[src/rtl/core/baf_pkg.sv]
`default_nettype none
package baf_pkg;
	localparam int MAX_SIZE  = 512;
	localparam int RADIUS    = 3;
	localparam int WIN       = 2 * RADIUS + 1;
	localparam int AREA      = WIN * WIN;
	localparam int LINES     = 8;
	localparam int PIX_W     = 32;
	localparam int SIZE_W    = 10;
	localparam int POS_W     = 9;
	localparam int LINE_W    = 3;
	localparam int ADDR_W    = LINE_W + POS_W;
	localparam int DEPTH     = LINES * MAX_SIZE;
	localparam int CNT_W     = 19;
	localparam int ACC_W     = 38;
	localparam int MAG_W     = 37;
	localparam int HALF_W    = 19;
	localparam int RECIP_W   = 38;
	localparam int RECIP_SH  = 43;
	localparam int PROD_W    = 75;
	localparam int MUL_STEPS = 4;
	localparam int STEP_W    = 2;

	// ceil(2^43 / 49): exact floor quotient for any 37-bit magnitude
	localparam logic [RECIP_W-1:0] RECIP = 38'd179512102495;

	localparam logic CMD_PIXEL = 1'b0;
	localparam logic CMD_DRAIN = 1'b1;

	typedef struct packed {
		logic accept;
		logic clear_acc;
		logic gather;
		logic brd_rd;
		logic div_load;
		logic div_step;
		logic load_border;
		logic load_mean;
	} cmd_t;

	typedef struct packed {
		logic emit;
		logic interior;
		logic gather_last;
		logic div_done;
		logic slot_free;
	} status_t;
endpackage
`default_nettype wire

[src/rtl/core/baf_ctrl.sv]
`default_nettype none
module baf_ctrl (
	input  wire logic             clk,
	input  wire logic             arst_n,
	input  wire logic             in_valid,
	output      logic             in_ready,
	input  wire baf_pkg::status_t sts,
	output      baf_pkg::cmd_t    cmd
);
	localparam logic [2:0] S_IDLE   = 3'd0;
	localparam logic [2:0] S_GATHER = 3'd1;
	localparam logic [2:0] S_FLUSH  = 3'd2;
	localparam logic [2:0] S_DIVLD  = 3'd3;
	localparam logic [2:0] S_DIV    = 3'd4;
	localparam logic [2:0] S_FIN    = 3'd5;
	localparam logic [2:0] S_BRD_RD = 3'd6;
	localparam logic [2:0] S_BRD_WT = 3'd7;

	logic [2:0] state_q;
	logic [2:0] state_d;

	always_comb begin
		cmd      = '0;
		in_ready = 1'b0;
		state_d  = state_q;
		case (state_q)
			S_IDLE: begin
				in_ready = sts.slot_free;
				if (in_valid && sts.slot_free) begin
					cmd.accept    = 1'b1;
					cmd.clear_acc = 1'b1;
					if (sts.emit) begin
						state_d = sts.interior ? S_GATHER : S_BRD_RD;
					end
				end
			end
			S_GATHER: begin
				cmd.gather = 1'b1;
				if (sts.gather_last) begin
					state_d = S_FLUSH;
				end
			end
			S_FLUSH: state_d = S_DIVLD;
			S_DIVLD: begin
				cmd.div_load = 1'b1;
				state_d      = S_DIV;
			end
			S_DIV: begin
				cmd.div_step = 1'b1;
				if (sts.div_done) begin
					state_d = S_FIN;
				end
			end
			S_FIN: begin
				cmd.load_mean = 1'b1;
				state_d       = S_IDLE;
			end
			S_BRD_RD: begin
				cmd.brd_rd = 1'b1;
				state_d    = S_BRD_WT;
			end
			S_BRD_WT: begin
				cmd.load_border = 1'b1;
				state_d         = S_IDLE;
			end
			default: state_d = S_IDLE;
		endcase
	end

	always_ff @(posedge clk or negedge arst_n) begin
		if (!arst_n) begin
			state_q <= S_IDLE;
		end else begin
			state_q <= state_d;
		end
	end
endmodule
`default_nettype wire

[config.mk]
export PLATFORM = sky130hd
export DESIGN_NAME = baf_ctrl
export DESIGN_NICKNAME = d
export VERILOG_FILES = /design/src/rtl/core/baf_pkg.sv /design/src/rtl/core/baf_ctrl.sv
export SDC_FILE = /design/constraint.sdc
export NUM_CORES = 1
export LEC_CHECK = 0
export ABC_CLOCK_PERIOD_IN_PS = 1300
export BUFFER_PORTS_ARGS = -buffer_cell sky130_fd_sc_hd__buf_2
export CORE_AREA = 2 2 39 41
export DETAILED_ROUTE_END_ITERATION = 10
export DIE_AREA = 0 0 41 43
export HOLD_SLACK_MARGIN = 0.15
export PLACE_DENSITY = 0.5
export RECOVER_POWER = 50
export SYNTH_ARGS = -nofsm -noshare
export SYNTH_HDL_FRONTEND = slang
export SYNTH_SLANG_ARGS = --single-unit
[constraint.sdc]
create_clock -name clk -period 1.3 [get_ports clk]
set_clock_uncertainty 0.05 [all_clocks]
set_input_delay 0.26 -clock clk [delete_from_list [all_inputs] [get_ports clk]]
set_output_delay 0.26 -clock clk [all_outputs]
set_load 0.02 [all_outputs]
; ---- After elaboration in Yosys (flattened, before gate mapping)
; Index checks and enable logic that the tools add are counted.
[totals]
out_inout_bits = 9
wordCells = 31
reg_bits = 3
[classes]
reduce_logical = 4
mux = 15
eq_ne = 11
[ops]
columns = op, n
row1 = $pmux W3 S7, 1
row2 = $mux W3, 5
row3 = $eq A3 B3 Y1 const B, 4
row4 = $ne A2 B2 Y1 const B, 4
row5 = $mux W1, 7
row6 = $eq A3 B2 Y1 const B, 2
row7 = $mux W2, 2
row8 = $reduce_and A4 Y1, 1
row9 = $eq A3 B1 Y1 const B, 1
row10 = $logic_not A3 Y1, 1
row11 = $reduce_or A2 Y1, 1
row12 = $logic_and A1 B1 Y1, 1

; ---- Depth between registers and ports, before layout
; Gate-level depths: netlist (run 1).
[logic_depth]
word_depth = 4
mapped_depth = 4
mapped_depth_nobuf = 3

; ---- Worst setup path after synthesis (run 1)
; No wires, ideal clock.
[synth_path]
kind = register -> output
from = reg state_q[0]
to = out cmd[7] (netlist name)
setup_slack_ps = -761
t_arrival_ps = 1751
path_stages_with_launch = 4
required_ps = 990
cell_sequence = dfrtp_1 nor4b_1 and2_1 buf_4
[synth_rtl]
columns = element, line_no
row1 = from (decl), baf_ctrl.sv:19  ; logic [2:0] state_q;
row2 = from (signal assigned), baf_ctrl.sv:74  ; state_q <= state_d;
row3 = to (decl), baf_ctrl.sv:8  ; output baf_pkg::cmd_t cmd

==> results of run 1 <==
==> cell usage after synthesis <==
master     n  area share (%)
o41ai_1    1             3.7
nor4b_1    1             3.7
and3_1     1             2.6
nor2_1     5             7.9
o21bai_1   1             3.1
buf_4      1             3.1
clkbuf_1   2             3.1
a41oi_1    1             3.7
dfrtp_1    3              31
and3b_1    1             3.7
nor3b_1    2             6.3
o31ai_1    1             3.1
and2_1     1             2.6
o22ai_1    1             2.6
buf_2      1             2.1
nand2_1    3             4.7
a2111oi_2  1             6.3
and4b_1    1             4.2
a21oi_1    1             2.1
==> what timing repair did <==
action	in CTS	in global routing
resized for setup	9	11
setup endpoints to repair	11	11
setup buffers	4	2
hold buffers	1	0
pin swaps	3	1
hold endpoints to repair	3	0
==> worst max-delay path: cells and delay by family, from the launching register on <==
family | cells | cell delay [ns]
buf+inv | 3 | 0.48
flops | 1 | 0.41
simple gates | 1 | 0.16
==> report_power, final <==
part,switching [mW],leakage [nW],internal (mW)
combinational,0.401,0.215,0.486
sequential,0.0610,0.0368,0.137
clock,0.0500,0.0150,0.115
==> layout make-up <==
| class | instances | area share (%) |
|---|---|---|
| sequential | 3 | 14.0 |
| tap | 16 | 3.67 |
| clock buffer | 4 | 4.82 |
| timing repair buffer | 28 | 38.3 |
| multi-input combinational | 22 | 39.2 |
==> cells by family (layout without fill, tap and decap cells) <==
group / Yosys count / after routing / synth area share (%)
buf+inv: 4 / 32 / 8.38
flops: 3 / 3 / 31.4
simple gates: 15 / 15 / 35.6
compound gates: 7 / 7 / 24.6
==> layer usage <==
metal  track usage, %  routed length, microns  up-vias
met5                0                       0        -
met3             1.57                      39        2
met1             11.3                     327      152
met4             10.0                      14        0
li1                 -                       -      161
met2             16.3                     431       10
==> stage by stage <==
step           total power, mW  util (%)  setup WS [ns]  TNS [ns]  hold WS, ns
2_1_floorplan            0.591         -         -0.226    -0.450      -0.0856
3_3_place_gp             0.787      28.4        -0.0738    -0.225      0.00903
3_5_place_dp             0.786      28.4        -0.0923    -0.266       0.0103
4_1_cts                   1.07      34.4         -0.280     -2.20        0.237
5_1_grt                   1.34      39.4         -0.338     -2.54        0.247
6_report                  1.25      39.4         -0.284     -1.95        0.249
==> worst min path at each step <==
stage / start / endpoint / depth (start not counted)
detailed placement: arst_n / state_q[1] / 1
CTS: sts[2] / state_q[1] / 3
finish: sts[2] / state_q[0] / 4
global placement: arst_n / state_q[1] / 1
global route: sts[2] / state_q[0] / 4
floorplan: arst_n / state_q[0] / 0
==> results.txt, run 1 <==
Outcome - finished with violations
Failing checks - negative setup slack
CTS tree - done
Area of the multi-input gates - 214 sq um
Site Rows - 14
Clock Latency Late Sink - 0.23 ns
Root Driver - clkbuf_4
Min Tclk post-route - 1.58 ns
Non-Filler Instances - 73
Min-delay worst type - primary input to flip-flop
Post-Synthesis Cell Area - 239 sq um
Actual slew at the worst max-slew pin - 0.284 ns
Initial antenna violation count - 0
Vias in the first global route - 321
GPL Wtd Cong - 0.747
Unique masters post-synth - 19
Arr. time, crit path - 1.27 ns
Syn nets - 37
Largest net degree at the start of global routing - 8
Setup WS post-layout - -0.284 ns
Synthesized flop and latch total - 3
Ys Warns - 0
CP dominant cell by count - buf_4
Final Hold Fails - 0
CTS H-tree depth - 1
Top Registers - state_q: 3 flops
Max Freq - 631 MHz
Largest stage delay on the critical path - 0.41 ns
Startpoint class of the critical path - flip-flop
Most frequent cells in the layout - 11 x buf_4, 9 x buf_2, 6 x buf_6
Number of max-cap violations - 0
Worst VDD drop - 0.00102 V
Register area share after synthesis - 31.4%
1st-iter DRT viols - 0
Crit Reg-Reg Startpoint - state_q[0]
R2r worst-path depth - 4
Core Box Area - 1380 sq um
Required @ worst endpoint - 0.99 ns
Slew headroom - 81.0%
Largest register FFs - 3
Via Count - 325
Vias per cell - 4.45
Reg-to-reg endpoint - state_q[0]
# fillers - 140
Die Ht - 43 microns
Die area - 1760 sq um
# setup viols final - 9
Worst setup endpoint - cmd[1]
Final HPWL DP - 558 microns
Number of diodes - 0
Global-route usage over all layers - 10.6%
Finished layout cell area - 546 sq um
Critical path startpoint - state_q[2]
Layout cell share with drive strength beyond 1 - 68.4%
CTS Sinks - 3
Port-buffer cells - 16
Routed WL - 813 microns
Nets - 66
Reported leakage power - 0.266 nW
Top Ports - 17
Grt ovf - 0
Top reg by flops - state_q
Period Utilization, post-route - 122%
Global-route wire length before repair - 1220 microns
RSZ-0062 raised after global routing - yes
Critical path cell sequence - buf_4 -> buf_4 -> and3_1 -> buf_2
Starting density of the core - 17.3%
Power Density - 2290 nW/um^2
DRT antenna net count - 0
CTS Buf Count - 3
Placed cells - 63
Layout area overhead - 128%
Chip width - 41 microns
Mapped Avg Cell Area - 8.24 sq um
Critical-path top delay cell - dfrtp_1
Critical path endpoint category - output pin
Router iterations before antenna repair - 1
Clock transition at path regs - 0.04 ns
# DRC - 0
Most common cell after layout, fill and taps aside - buf_4
Cell count after synthesis - 29
WS Path Type - flip-flop to output pin
Register Area - 76.3 sq um
Max Buffers Root-to-Sink - 2
R2R setup slack - 0.01 ns
Slew Limit Fails - 0
Placed inst area - 393 sq um
Largest fanout on the critical path - 7
Avg WL per Cell - 11.1 microns
Power figures use the tool's default switching activity.
==> run 2, diff against run 1 <==
--- a/constraint.sdc
+++ b/constraint.sdc
@@ -4,2 +4,2 @@
 set_output_delay 0.26 -clock clk [all_outputs]
-set_load 0.02 [all_outputs]
+set_load 0.01 [all_outputs]
==> run 2 against run 1 <==
Compared with the run above: the run still ends with negative setup slack left; clock-buffer cell count did not move; sequential share of layout area is essentially flat; combinational power decreased by 10%; non-clock buffer count did not move; critical endpoint is now cmd[6]; highest routed layer is now met3.
==> results.txt, run 2 (synthesis results as in run 1) <==
Initial antenna violation count - 0
Max Buffers Root-to-Sink - 2
Final HPWL DP - 545 microns
Min-delay worst type - primary input to flip-flop
Number of max-cap violations - 0
Setup TNS - -1.44 ns
Chip width - 41 microns
Top Registers - state_q: 3 flops
Routed WL - 811 microns
Min Tclk post-route - 1.53 ns
Outcome - finished with violations
Site Rows - 14
CTS tree - done
Avg WL per Cell - 11.1 microns
Failing checks - negative setup slack
Clock power share - 14.1%
CTS Sinks - 3
Vias in the first global route - 288
Required @ worst endpoint - 0.99 ns
Port-buffer cells - 16
Max Freq - 654 MHz
Grt ovf - 0
Via Count - 316
Worst VDD drop - 0.000745 V
1st-iter DRT viols - 1
Arr. time, crit path - 1.22 ns
Vias per cell - 4.33
Layout cell share with drive strength beyond 1 - 71.9%
# setup viols final - 11
Largest register FFs - 3
Critical path endpoint category - output pin
Startpoint class of the critical path - flip-flop
Largest fanout on the critical path - 3
R2R setup slack - -0.05 ns
Number of diodes - 0
DP Worst Slack - -0.0211 ns
Starting density of the core - 17.3%
# DRC - 0
CTS Buf Count - 3
Register Area - 77.6 sq um
Core Box Area - 1380 sq um
Critical path startpoint - state_q[1]
Router iterations before antenna repair - 4
Power Density - 2100 nW/um^2
Setup WS post-layout - -0.228 ns
Nets - 66
Top reg by flops - state_q
Most frequent cells in the layout - 11 x buf_2, 11 x buf_6, 4 x nor2_1, 4 x buf_4, 3 x clkbuf_4
GPL Wtd Cong - 0.697
Power after layout - 1.17 mW
Sequential Power Share - 17.6%
Largest net degree at the start of global routing - 9
Internal Pwr Total - 0.718 mW
RSZ-0062 raised after global routing - yes
Switching Share - 38.4%
Root Driver - clkbuf_4
Global-route wire length before repair - 1120 microns
Slew headroom - 80.0%
Top Ports - 17
Reported leakage power - 0.264 nW
Crit Reg-Reg Startpoint - state_q[2]
CTS H-tree depth - 1
Min-delay src - sts[2]
Final Hold Fails - 0
Gate power share - 68.2%
Global-route usage over all layers - 9.85%
Period Utilization, post-route - 118%
Slew Limit Fails - 0
Layout area overhead - 132%
Net Switching - 0.447 mW
Die area - 1760 sq um
Actual slew at the worst max-slew pin - 0.299 ns
# fillers - 146
DRT antenna net count - 0
Clock Latency Late Sink - 0.23 ns
WS Path Type - flip-flop to output pin
Die Ht - 43 microns
Area of the multi-input gates - 209 sq um
Clock transition at path regs - 0.03 ns
-- run 2: cell types whose count changed in the layout (fill, tap and decap cells not counted), moves of 2 or more --
| cell | before | now |
|---|---|---|
| buf_2 | 9 | 11 |
| buf_4 | 11 | 4 |
| buf_6 | 6 | 11 |
| nor3b_4 | 2 | 0 |
-- run 2: power groups by stage --
stage	clock [mW]	sequential, mW	combinational, mW
5_1_grt	0.180	0.211	0.873
3_3_place_gp	0	0.193	0.526
6_report	0.165	0.205	0.795
2_1_floorplan	0	0.182	0.329
4_1_cts	0.169	0.193	0.669
3_5_place_dp	0	0.192	0.530
-- run 2: critical path, stage by stage (launching register included) --
cell	delay (ns)
dfrtp_1	0.41
nor4b_4	0.29
and2_4	0.19
buf_6	0.09
-- run 2: timing repair --
| item | 4_1_cts | 5_1_grt |
|---|---|---|
| endpoints found under the setup margin | 11 | 11 |
| hold endpoints to repair | 3 | 0 |
| pin swaps | 5 | 2 |
| gates resized for setup | 6 | 15 |
| hold buffers | 1 | 0 |
| buffers inserted | 3 | 2 |
-- run 2: final cells by class --
cell class / instances / share of cell area, %
Clock buffer: 4 / 4.73
Multi-Input combinational cell: 22 / 37.6
Sequential cell: 3 / 14.0
Tap cell: 16 / 3.60
Timing Repair Buffer: 28 / 40.1
-- run 2: through the flow --
stage	cell area [sq um]	hold slack, ns	utilization (%)	instances
global route	556	0.264	40.1	73
detailed placement	387	0.00907	27.9	63
CTS	487	0.244	35.2	71
floorplan	265	-0.0856	-	29
finish	556	0.249	40.1	73
global placement	387	0.00800	27.9	63
-- run 2: worst paths after layout --
kind / to / depth (start not counted)
setup / recovery: cmd[6] / 3
hold / removal: state_q[1] / 3
setup reg to reg: state_q[1] / 5
hold reg to reg: state_q[2] / 2
max in group asynchronous: state_q[0] / 2
min in group asynchronous: state_q[2] / 2
-- run 2: metal layers --
layer / track usage, % / wire [microns] / vias up
met1: 10.3 / 316 / 147
met4: 8.00 / 0 / 0
met5: 0 / 0 / -
met3: 3.14 / 34 / 0
li1: - / - / 161
met2: 15.0 / 461 / 8
==> run 3, diff against run 2 <==
--- a/config.mk
+++ b/config.mk
@@ -13,3 +13,2 @@
 export HOLD_SLACK_MARGIN = 0.15
-export PLACE_DENSITY = 0.5
 export RECOVER_POWER = 50
==> constraint.sdc (replaced) <==
create_clock -name clk -period 1.3 [get_ports clk]
set_clock_uncertainty 0.05 [all_clocks]
set_input_delay 0.065 -clock clk [delete_from_list [all_inputs] [get_ports clk]]
set_output_delay 0.065 -clock clk [all_outputs]
set_load 0.01 [all_outputs]
==> run 3 against run 2 <==
Compared with the run above: the run still ends with negative setup slack left; first-iteration DRC count grew to 6.0 times the previous value; routed wire length is 7.9% lower; power is 20% lower; cell area is 14% lower.
==> results.txt, run 3 (synthesis results as in run 1) <==
Outcome - finished with violations
Failing checks - negative setup slack
Reported leakage power - 0.238 nW
Root Driver - clkbuf_4
Delay-heaviest family, CP - flip-flops
Clock Latency Late Sink - 0.23 ns
Clock power share - 17.6%
Largest stage delay on the critical path - 0.38 ns
Critical path cell sequence - buf_6 -> nor4b_4 -> and2_4 -> buf_4
Min Tclk post-route - 1.35 ns
Final Hold Fails - 0
Max Buffers Root-to-Sink - 2
# DRC - 0
Chip width - 41 microns
CP Buf/Inv Count - 2
GPL Wtd Cong - 0.711
Period Utilization, post-route - 104%
Top reg by flops - state_q
Starting density of the core - 17.3%
RSZ-0062 raised after global routing - yes
1st-iter DRT viols - 6
Core Box Area - 1380 sq um
Vias in the first global route - 308
Largest net degree at the start of global routing - 12
Slew Limit Fails - 0
Initial antenna violation count - 0
Required @ worst endpoint - 1.19 ns
Critical-path top delay cell - dfrtp_1
Nets - 64
WS Path Type - flip-flop to output pin
# fillers - 148
Actual slew at the worst max-slew pin - 0.287 ns
Non-Filler Instances - 71
Number of diodes - 0
DRT antenna net count - 0
Router iterations before antenna repair - 2
Top Registers - state_q: 3 flops
Port-buffer cells - 16
Routed WL - 747 microns
Largest fanout on the critical path - 3
Internal Pwr Total - 0.555 mW
DP Worst Slack - 0.0807 ns
Switching Share - 40.7%
Die area - 1760 sq um
Clock transition at path regs - 0.04 ns
Most frequent cells in the layout - 14 x buf_2, 5 x dlygate4sd3_1, 5 x buf_4
Avg WL per Cell - 10.5 microns
CTS Buf Count - 3
Startpoint class of the critical path - flip-flop
Register Area - 77.6 sq um
Site Rows - 14
Number of max-cap violations - 0
Most common cell after layout, fill and taps aside - buf_2
# setup viols final - 5
Via Count - 310
Setup WS post-layout - -0.0483 ns
Top Ports - 17
CTS H-tree depth - 1
CTS tree - done
Min-delay worst type - primary input to flip-flop
Max Freq - 742 MHz
Layout area overhead - 101%
CTS Sinks - 3
Power Density - 1950 nW/um^2
Global-route usage over all layers - 10.6%
Sequential Power Share - 21.6%
Arr. time, crit path - 1.23 ns
Post-Route Utilization - 34.7%
Vias per cell - 4.37
Layout cell share with drive strength beyond 1 - 54.5%
Worst VDD drop - 0.000690 V
Largest register FFs - 3
Global-route wire length before repair - 1200 microns
Gate power share - 60.8%
Slew headroom - 80.6%
Die Ht - 43 microns
Area of the multi-input gates - 176 sq um
Hold slack - 0.176 ns
Grt ovf - 0
Critical path endpoint category - output pin
Placed cells - 59
Net Switching - 0.380 mW
## run 3: cell types whose count changed in the layout (fill, tap and decap cells not counted), moves of 2 or more
cell	before	now
dlygate4sd3_1	1	5
nand2_2	2	0
nand2_1	1	3
buf_6	11	2
buf_2	11	14
## run 3: path summary, 6_finish.rpt
path                            slack, ns  startpoint  cells after the start          to
max in group asynchronous            0.39      arst_n                      3  state_q[0]
worst max-delay path                -0.05  state_q[2]                      4      cmd[6]
min in group asynchronous            0.65      arst_n                      3  state_q[1]
worst max register to register       0.04  state_q[2]                      4  state_q[0]
worst min-delay path                 0.18      sts[0]                      3  state_q[2]
worst min register to register       0.60  state_q[1]                      2  state_q[0]
## run 3: routing by layer
metal | share of wire [%] | routed length [microns] | global-route usage [%] | up-vias
met1 | 45 | 339 | 12.0 | 140
met3 | 6.6 | 49 | 4.71 | 0
met4 | 0 | 0 | 8.00 | 0
met5 | 0 | 0 | 0 | -
met2 | 48 | 358 | 14.7 | 12
li1 | - | - | - | 158
## run 3: area by class of cell
class	instances	share of cell area, %
clock buffer	4	5.47
tap	16	4.17
sequential	3	16.1
multi-input combinational	22	36.7
timing repair buffer	26	37.5
## run 3: metrics by stage
stage / TNS (ns) / power (mW) / cell area, sq um
floorplan: 0 / 0.470 / 245
global placement: 0 / 0.600 / 340
detailed placement: 0 / 0.605 / 340
CTS: -0.159 / 0.884 / 454
global route: -0.813 / 1.03 / 480
finish: -0.178 / 0.935 / 480
## run 3: worst min-delay path, cell delays in order
cell	delay [ns]
buf_2	0.10
a41oi_1	0.10
o22ai_1	0.14
## run 3: what timing repair did
action | 4_1_cts | 5_1_grt
hold endpoints to repair | 5 | 0
endpoints found under the setup margin | 5 | 11
buffers inserted | 3 | 0
resized for setup | 4 | 6
hold buffers | 5 | 0
pin swaps | 1 | 1
## run 3: power groups by stage
stage	Clock [mW]	Sequential (mW)	Combinational [mW]
detailed placement	0	0.214	0.391
CTS	0.168	0.198	0.518
floorplan	0	0.169	0.302
global placement	0	0.213	0.387
finish	0.165	0.202	0.569
global route	0.193	0.207	0.628
